File: config.mk
export PLATFORM = sky130hd
export DESIGN_NAME = flash_erase_sector_planner
export DESIGN_NICKNAME = d
export VERILOG_FILES = /design/src/rtl/core/fesp_pkg.sv /design/src/rtl/core/flash_erase_sector_planner.sv
export SDC_FILE = /design/constraint.sdc
export NUM_CORES = 1
export LEC_CHECK = 0
export BUFFER_PORTS_ARGS = -buffer_cell sky130_fd_sc_hd__clkbuf_2
export CAP_MARGIN = 10
export CELL_PAD_IN_SITES_DETAIL_PLACEMENT = 1
export CELL_PAD_IN_SITES_GLOBAL_PLACEMENT = 1
export CORE_MARGIN = 2
export CORE_UTILIZATION = 44
export DETAILED_ROUTE_END_ITERATION = 16
export PLACE_DENSITY = 0.86
export SKIP_LAST_GASP = 1
export SYNTH_ARGS = -nofsm -noshare
export SYNTH_HDL_FRONTEND = slang
export SYNTH_SLANG_ARGS = --single-unit
File: constraint.sdc
create_clock -name clk_i -period 6.2 [get_ports clk_i]
set_input_delay 0.62 -clock clk_i [delete_from_list [all_inputs] [get_ports clk_i]]
set_output_delay 0.62 -clock clk_i [all_outputs]
set_load 0.02 [all_outputs]
File: src/rtl/core/fesp_pkg.sv
// Package for the flash erase sector planner: word types, sizes and sector map.
`default_nettype none

package fesp_pkg;

  // Field widths
  localparam int unsigned AddrW  = 32;
  localparam int unsigned ByteW  = 8;
  localparam int unsigned MaskW  = 8;
  localparam int unsigned CountW = 4;

  // Sector layout
  localparam int unsigned SectorCountDefault = 8;
  localparam int unsigned SectorCountMax     = 16;
  localparam int unsigned SectorIdxW         = $clog2(SectorCountMax);
  localparam int unsigned SmallSectors       = 4;
  localparam logic [AddrW-1:0] SizeSmall     = 32'h0000_4000;
  localparam logic [AddrW-1:0] SizeMedium    = 32'h0001_0000;
  localparam logic [AddrW-1:0] SizeLarge     = 32'h0002_0000;
  localparam logic [AddrW-1:0] BaseReset     = 32'h0800_0000;

  // Input word: one byte of a program request
  typedef struct packed {
    logic [AddrW-1:0] dest_addr;
    logic [ByteW-1:0] current_byte;
    logic [ByteW-1:0] new_byte;
    logic             first_byte;
    logic             last_byte;
  } fesp_in_t;

  // Result word: erase plan of one request
  typedef struct packed {
    logic [MaskW-1:0]  erase_sel;
    logic [CountW-1:0] erase_count;
    logic              range_error;
  } fesp_out_t;

  // Offset from the flash base of the first byte past sector idx
  function automatic logic [AddrW-1:0] sector_end(input int unsigned idx);
    logic [AddrW-1:0] res;
    if (idx < SmallSectors) begin
      res = AddrW'(idx + 1) * SizeSmall;
    end else if (idx == SmallSectors) begin
      res = AddrW'(SmallSectors) * SizeSmall + SizeMedium;
    end else begin
      res = AddrW'(SmallSectors) * SizeSmall + SizeMedium
          + AddrW'(idx - SmallSectors) * SizeLarge;
    end
    return res;
  endfunction

endpackage

`default_nettype wire

File: src/rtl/core/flash_erase_sector_planner.sv
// Flash erase sector planner: decodes request bytes to sectors and builds the erase plan.
//
// Usage: program request bytes enter on the in channel (valid/ready), one word
// per byte with its destination address, the byte now in flash and the new
// byte. first_byte clears the running plan, last_byte closes the request and
// yields one result word on the out channel (valid/ready): the erase mask,
// its population count and a range error flag. Words without last_byte give
// no result. The user writes the flash base through cfg_we_i/cfg_wdata_i only
// while the block is idle; the block itself does not enforce this.
// Throughput: one word per cycle while in_ready_o is high. A word accepted
// into the input register is decoded from there; the result of a closing
// word is registered in the output register, which drives out_valid_o.
// The decode is a bank of constant compares on the offset from the base; the
// running mask and error flag are one register each, updated whenever the
// input register advances. Reset clears the pipeline, the running plan and
// sets the base to its default. When the receiver stalls, the held result
// keeps the input stage moving for bytes that close no request; a closing
// byte waits in the input register and in_ready_o drops until the output
// register frees.
`default_nettype none

module flash_erase_sector_planner #(
  parameter int unsigned SectorCount = fesp_pkg::SectorCountDefault
) (
  input  wire logic                      clk_i,
  input  wire logic                      rst_ni,
  input  wire logic                      in_valid_i,
  output logic                           in_ready_o,
  input  wire fesp_pkg::fesp_in_t        in_word_i,
  output logic                           out_valid_o,
  input  wire logic                      out_ready_i,
  output fesp_pkg::fesp_out_t            out_word_o,
  input  wire logic                      cfg_we_i,
  input  wire logic [fesp_pkg::AddrW-1:0] cfg_wdata_i
);
  import fesp_pkg::*;

  logic [AddrW-1:0] base_q;
  fesp_in_t         s1_word_q;
  logic             s1_valid_q;
  logic [MaskW-1:0] mask_q, mask_d;
  logic             err_q, err_d;
  fesp_out_t        out_q, out_d;
  logic             out_valid_q;

  logic                      out_free;
  logic                      s1_adv;
  logic [AddrW-1:0]          offset;
  logic                      below;
  logic [SectorCountMax-1:0] past;
  logic                      in_range;
  logic                      needs_erase;
  logic [MaskW-1:0]          hit;
  logic [CountW-1:0]         pop;

  // Handshake
  assign out_free   = !out_valid_q || out_ready_i;
  assign s1_adv     = s1_valid_q && (!s1_word_q.last_byte || out_free);
  assign in_ready_o = !s1_valid_q || s1_adv;

  // Flash base register
  always_ff @(posedge clk_i or negedge rst_ni) begin
    if (!rst_ni) begin
      base_q <= BaseReset;
    end else if (cfg_we_i) begin
      base_q <= cfg_wdata_i;
    end
  end

  // Input register
  always_ff @(posedge clk_i or negedge rst_ni) begin
    if (!rst_ni) begin
      s1_valid_q <= 1'b0;
    end else if (in_ready_o) begin
      s1_valid_q <= in_valid_i;
    end
  end

  always_ff @(posedge clk_i) begin
    if (in_ready_o && in_valid_i) begin
      s1_word_q <= in_word_i;
    end
  end

  // Sector decode: compare the offset against each sector's end
  always_comb begin
    offset      = s1_word_q.dest_addr - base_q;
    below       = s1_word_q.dest_addr < base_q;
    for (int unsigned i = 0; i < SectorCountMax; i++) begin
      past[i] = offset >= sector_end(i);
    end
    in_range    = !below && !past[SectorIdxW'(SectorCount - 1)];
    needs_erase = (s1_word_q.current_byte & s1_word_q.new_byte) != s1_word_q.new_byte;
    for (int unsigned i = 0; i < MaskW; i++) begin
      hit[i] = (i < SectorCount) && in_range && needs_erase && !past[i]
             && ((i == 0) || past[(i == 0) ? 0 : i - 1]);
    end
  end

  // Plan accumulation and result
  always_comb begin
    mask_d = (s1_word_q.first_byte ? '0 : mask_q) | hit;
    err_d  = (s1_word_q.first_byte ? 1'b0 : err_q) | !in_range;
    pop    = '0;
    for (int unsigned i = 0; i < MaskW; i++) begin
      pop = pop + CountW'(mask_d[i]);
    end
    out_d.erase_sel   = mask_d;
    out_d.erase_count = pop;
    out_d.range_error = err_d;
  end

  always_ff @(posedge clk_i or negedge rst_ni) begin
    if (!rst_ni) begin
      mask_q <= '0;
      err_q  <= 1'b0;
    end else if (s1_adv) begin
      mask_q <= s1_word_q.last_byte ? '0 : mask_d;
      err_q  <= s1_word_q.last_byte ? 1'b0 : err_d;
    end
  end

  // Output register
  always_ff @(posedge clk_i or negedge rst_ni) begin
    if (!rst_ni) begin
      out_valid_q <= 1'b0;
    end else if (out_free) begin
      out_valid_q <= s1_adv && s1_word_q.last_byte;
    end
  end

  always_ff @(posedge clk_i) begin
    if (s1_adv && s1_word_q.last_byte) begin
      out_q <= out_d;
    end
  end

  assign out_valid_o = out_valid_q;
  assign out_word_o  = out_q;

endmodule

`default_nettype wire

; Word level (Yosys, flattened, before mapping)
; Cells that the tools add are included.
[op_classes]
n_addsub = 8
magnitude_cmp = 9
n_eq_ne = 1
muxes = 4
bitwise_logic = 3
reduce_logical = 36
[op_table]
columns = op, n
row1 = ">= comparator 32 x 16 -> 1 bit, second input constant", 2
row2 = ">= comparator 32 x 19 -> 1 bit, second input constant", 2
row3 = ">= comparator 32 x 15 -> 1 bit, second input constant", 1
row4 = ">= comparator 32 x 17 -> 1 bit, second input constant", 1
row5 = ">= comparator 32 x 18 -> 1 bit, second input constant", 1
row6 = ">= comparator 32 x 20 -> 1 bit, second input constant", 1
row7 = less-than comparator 32 bit, 1
row8 = subtractor 32 bit, 1
row9 = logical AND 1 bit, 20
row10 = adder 4 x 1 -> 4 bit, 4
row11 = 2-to-1 mux 8 bit, 2
row12 = logical NOT 1 bit, 13
row13 = AND 8 bit, 1
row14 = != test 8 bit, 1
row15 = OR 8 bit, 1
row16 = adder 3 x 1 -> 4 bit, 1
row17 = adder 2 x 1 -> 3 bit, 1
row18 = logical OR 1 bit, 3
row19 = adder 1 x 1 -> 2 bit, 1
row20 = 2-to-1 mux 1 bit, 2
row21 = OR 1 bit, 1
[totals]
register_bits = 106
input_bits = 87
output_inout_bits = 15

; Longest topological paths before layout
[logic_depth]
word_depth = 15
depth_mapped = 20
mapped_depth_nobuf = 20

; Least setup slack after synthesis
; No wires, ideal clock.
[synth_timing]
path_type = register to register
from = register base_q[23]
to = register out_q, in the netlist out_word_o[3] (data pin)
setup_time_ns = 0.258
arrival_ns = 4.771
slack_ns = 1.171
path_stages_with_launch = 19
synth_period_minus_slack_ns = 5.029
cell_sequence = dfrtp_1 inv_1 ha_1 buf_6 a21o_1 a21o_1 o221a_1 nor2_2 nor2_1 or4_4 a311oi_2 nor4b_4 nand4b_4 o21a_1 fa_1 fa_1 fa_1 fa_1 xnor2_1
[synth_via]
elab_chain_len = 15
elab_cells_between_ends = 44
[synth_lines]
columns = element, line
row1 = "start, declared", flash_erase_sector_planner.sv:38  ; logic [AddrW-1:0] base_q;
row2 = "start signal, assigned", flash_erase_sector_planner.sv:64  ; base_q <= BaseReset;
row3 = "start signal, assigned", flash_erase_sector_planner.sv:66  ; base_q <= cfg_wdata_i;
row4 = subtractor 32 bit, flash_erase_sector_planner.sv:87  ; offset = s1_word_q.dest_addr - base_q;
row5 = >= comparator 32 x 20 -> 1 bit, flash_erase_sector_planner.sv:90  ; past[i] = offset >= sector_end(i);
row6 = logical NOT 1 bit, "flash_erase_sector_planner.sv:92, flash_erase_sector_planner.sv:95"
row7 = logical AND 1 bit, flash_erase_sector_planner.sv:92  ; in_range = !below && !past[SectorIdxW'(SectorCount - 1)];
row8 = logical AND 1 bit (2 in series), flash_erase_sector_planner.sv:95  ; hit[i] = (i < SectorCount) && in_range && needs_erase && !past[i]
row9 = logical AND 1 bit, flash_erase_sector_planner.sv:96  ; && ((i == 0) || past[(i == 0) ? 0 : i - 1]);
row10 = OR 8 bit (*), flash_erase_sector_planner.sv:102  ; mask_d = (s1_word_q.first_byte ? '0 : mask_q) | hit;
row11 = adder 1 x 1 -> 2 bit, flash_erase_sector_planner.sv:106  ; pop = pop + CountW'(mask_d[i]);
row12 = adder 2 x 1 -> 3 bit, flash_erase_sector_planner.sv:106
row13 = adder 3 x 1 -> 4 bit, flash_erase_sector_planner.sv:106
row14 = adder 4 x 1 -> 4 bit (3 in series), flash_erase_sector_planner.sv:106
row15 = adder 4 x 1 -> 4 bit (*), flash_erase_sector_planner.sv:106
row16 = via pop[2], flash_erase_sector_planner.sv:54  ; logic [CountW-1:0] pop;
row17 = "end signal, assigned", flash_erase_sector_planner.sv:134  ; out_q <= out_d;
row18 = "end, declared", flash_erase_sector_planner.sv:43  ; fesp_out_t out_q, out_d;
; The timed path passes the listed nets; every way through them passes the cells marked *.
; A chain may end at the register's enable or synchronous reset.

; Worst setup path in the final report
[layout_timing]
from = register base_q[11]
to = register out_q, in the netlist out_word_o[3] (data pin)
[layout_via]
elab_chain_len = 15
elab_cells_between_ends = 44
[layout_lines]
columns = element, line
row1 = subtractor 32 bit, flash_erase_sector_planner.sv:87
row2 = >= comparator 32 x 20 -> 1 bit, flash_erase_sector_planner.sv:90
row3 = logical NOT 1 bit, flash_erase_sector_planner.sv:92
row4 = logical AND 1 bit, flash_erase_sector_planner.sv:92
row5 = logical AND 1 bit (2 in series), flash_erase_sector_planner.sv:95
row6 = logical AND 1 bit (*), flash_erase_sector_planner.sv:96
row7 = OR 8 bit (*), flash_erase_sector_planner.sv:102
row8 = via mask_d[1], flash_erase_sector_planner.sv:41  ; logic [MaskW-1:0] mask_q, mask_d;
row9 = adder 1 x 1 -> 2 bit (*), flash_erase_sector_planner.sv:106
row10 = adder 2 x 1 -> 3 bit (*), flash_erase_sector_planner.sv:106
row11 = adder 3 x 1 -> 4 bit (*), flash_erase_sector_planner.sv:106
row12 = adder 4 x 1 -> 4 bit (*) (4 in series), flash_erase_sector_planner.sv:106
row13 = via pop[2], flash_erase_sector_planner.sv:54
; Marks and branches as above.

==> impl_metrics.csv <==
group,metric,value,unit
placement,dp_slack,0.685,ns
sta,finalCritPeriodShare,0.900,
global_routing,pin_count_of_the_biggest_net_entering_global_routing,64,
yosys,asyncSetResetFlopFracSynth,0.406,
global_routing,grt.total_usage,0.203,
yosys,synth_top_area_share,0.333,
cells_and_area,diodes,0,
clocking,post_cts_resized,0,
worst_setup_path,critical_path_arrival,5.70,ns
floorplanning,die_area,13800,um2
routing,drt_first_pass_iters,4,
sta,max_freq,179,MHz
placement,placement.cell_area,6320,um2
cells_and_area,final_cell_mix,"sky130_fd_sc_hd__clkbuf_2 (101), sky130_fd_sc_hd__nand2_1 (75), sky130_fd_sc_hd__edfxtp_1 (63)",
clocking,num_cts_buffers,9,
yosys,synthesis.yosys.warnings,0,
clocking,clock_insertion_delay_worst_skew,0.36,ns
worst_setup_path,critPathMaxFanout,10,
sta,finalCriticalPeriod,5.58,ns
pwr,clock_power_share,0.315,
sta,worst_clock_skew,0.00698,ns
cells_and_area,final_nets,753,
sta,setup_viol,0,
yosys,synth.lib_cells_used.distinct,65,
global_routing,grt_pass1_vias,4551,
sta,finalSetupTns,0,ns
global_routing,antenna_violations_before_repair,0,
clocking,cts.repair_timing.setup_buffer_count,0,
placement,dp_hpwl,10.1,mm
routing,drt_drc_violations_left,0,
yosys,synth-seq-area-share,0.523,
clocking,tritoncts_clock_tree,"done",
yosys,edff_count_synth,63,
worst_setup_path,critical-path-top-delay-family,"adder cells",
clocking,cts.sinks,106,
worst_setup_path,timing_worst_setup_path_type,"reg2reg",
pwr,ir_worst_vdd,0.000207,V
pwr,p_int,1.23,mW
worst_setup_path,r2r_slack,0.62,ns
pwr,share_comb_of_total_power,0.223,
clocking,ctsHtreeMaxLevel,3,
placement,numPortBuffers,101,
floorplanning,placeableCoreArea,12600,um2
yosys,synthDominantAreaCellType,"sky130_fd_sc_hd__edfxtp_1",
worst_setup_path,crit_required,6.31,ns
yosys,syn_area,5680,um2
yosys,mean_post_synth_cell_area,10.7,um2
run_status,outcome,"complete, no violations",
routing,dr_total_vias,4213,
cells_and_area,utilization,0.523,
worst_setup_path,critPathLaunchType,"register",
sta,worst_slew_pin_slew,1.08,ns
clocking,number_of_buffers_added_to_fix_hold_violations_after_cts,0,
sta,unrepaired_setup_endpoints_after_global_routing,"no",
worst_setup_path,path_common_cell,"sky130_fd_sc_hd__fa_1",
yosys,ys.flop_type,"sky130_fd_sc_hd__edfxtp_1",
placement,gpl.final_weighted_congestion,0.913,
cells_and_area,final_instance_area,6610,um2
sta,slew_headroom,0.279,
clocking,clock-root-buffer,"sky130_fd_sc_hd__clkbuf_16",
yosys,post_synth_inst_count,531,
pwr,p_switching,0.528,mW
cells_and_area,areaGrowthSynthToFinish,16.3,%
routing,vias_per_cell,5.25,
min_path,worstHoldPathType,"in2async",
global_routing,grt_first_pass_wirelength,22.4,mm
sta,timing_hold_violations_final,0,
pwr,total_power,1.76,mW
run,drv.max_cap_violation_count,0,
floorplanning,floorplan.die.width,118,um
routing,route.final.wire_length,13.4,mm
floorplanning,io_pins,102,
floorplanning,starting_density,0.450,
pwr,p_seq_frac,0.462,
floorplanning,die-height,118,um
cells_and_area,final_layout_size_suffix_gt1_frac,0.228,
worst_setup_path,cpMaxStageDelayCell,"sky130_fd_sc_hd__o32ai_1",
cells_and_area,finish.cell_count_without_fillers,803,
sta,hold_slack,0.344,ns
yosys,ys_top_cells_by_area,"sky130_fd_sc_hd__edfxtp_1 (33%), sky130_fd_sc_hd__dfrtp_1 (19%), sky130_fd_sc_hd__ha_1 (7.7%)",
routing,detail_route.wl_per_cell,16.6,um
cells_and_area,layout.cells.most_common,"sky130_fd_sc_hd__clkbuf_2",
yosys,synth.ff_latch_count,106,
clocking,clockBufferDepth,2,
sta,final_report_max_slew_violation_count,0,
worst_setup_path,worst_setup_path_end_kind,"register",
placement,numPlacedInstances,787,
worst_setup_path,crit_buf_inv,2,
routing,ant_nets,0,
worst_setup_path,cell_breakdown_of_the_critical_path,"inv_1, ha_1, a211oi_1, nor2_1, nor2_1, a21oi_1, nand3b_1, a311o_1, a311oi_2, nor4b_4, nand4b_4, o32ai_1, ha_1, inv_1, fa_1, fa_1, fa_1, xnor2_1",
clocking,cts.clk_slew.worst_paths,0.07,ns
floorplanning,floorplan.rows,41,
routing,detailedRoute.firstIterationViolations,210,
yosys,nets_in_the_synthesized_netlist,658,
worst_setup_path,largest_incremental_delay_on_the_critical_path,0.49,ns
pwr,power.static_leakage,2.93,nW
global_routing,grt_remaining_overflow,0,
pwr,switching_share,0.300,
sta,finalWorstSetupSlack,0.618,ns
pwr,cellPowerDensity,266,nW/um2
-- per-layer routing --
metal	routed length [um]	global-route usage	vias up
li1	-	-	2065
met1	5790	0.248	2043
met2	6780	0.354	93
met3	575	0.0426	12
met4	225	0.0761	0
met5	0	0	-
-- sequential cells by signal (all words and copies together), names as in the netlist --
name and flops:
s1_word_q 50, base_q 32, out_word_o 13, mask_q 8
err_q 1, out_valid_o 1, s1_valid_q 1
-- area by class of cell --
| type | instances | area (um2) |
|---|---|---|
| inverter | 58 | 218 |
| fill | 1427 | 6010 |
| sequential | 106 | 2970 |
| multi-input combinational | 347 | 2390 |
| tap | 172 | 215 |
| clock inverter | 6 | 50.0 |
| timing repair buffer | 104 | 528 |
| clock buffer | 10 | 239 |
-- synthesized netlist by cell type, drive strengths merged, types with 5 or more instances --
master / count
o21ai: 53
a211oi: 5
nand4: 8
nor2: 22
clkbuf: 14
edfxtp: 63
o211ai: 6
dfrtp: 42
xnor2: 9
nand3: 9
nand2: 75
a21o: 7
and2: 5
ha: 35
fa: 5
nand2b: 7
a21oi: 28
o21a: 5
xor2: 8
buf: 5
inv: 58
-- power by group through the flow --
| stage | Combinational [mW] | Sequential [mW] | Clock, mW |
|---|---|---|---|
| 4_1_cts | 0.393 | 0.813 | 0.570 |
| 2_1_floorplan | 0.272 | 0.829 | 0 |
| 5_1_grt | 0.438 | 0.817 | 0.592 |
| 6_report | 0.392 | 0.813 | 0.555 |
| 3_5_place_dp | 0.387 | 0.828 | 0 |
| 3_3_place_gp | 0.373 | 0.825 | 0 |
-- path summary, 6_finish.rpt --
check | startpoint | end | depth (start not counted)
worst max register to register | base_q[11]$_DFFE_PN0P_ | out_word_o[3]$_DFFE_PP_ | 18
min in group clk_i | in_word_i[3] | s1_word_q[3]$_DFFE_PP_ | 1
worst max-delay path | base_q[11]$_DFFE_PN0P_ | out_word_o[3]$_DFFE_PP_ | 18
worst min-delay path | rst_ni | base_q[17]$_DFFE_PN0P_ | 2
worst min register to register | mask_q[3]$_DFFE_PN0P_ | mask_q[3]$_DFFE_PN0P_ | 2
max in group asynchronous | rst_ni | base_q[9]$_DFFE_PN0P_ | 2
-- cells by family (layout without fill, tap and decap cells) --
group,count (synthesis),after routing,share of synthesized area
simple gates,147,147,0.130
compound gates,140,140,0.164
flops,106,106,0.523
buf+inv,78,178,0.0575
fa+ha+maj,40,40,0.0947
xor+xnor,17,17,0.0262
mux,3,3,0.00551
(Power assumes the default switching activity.)
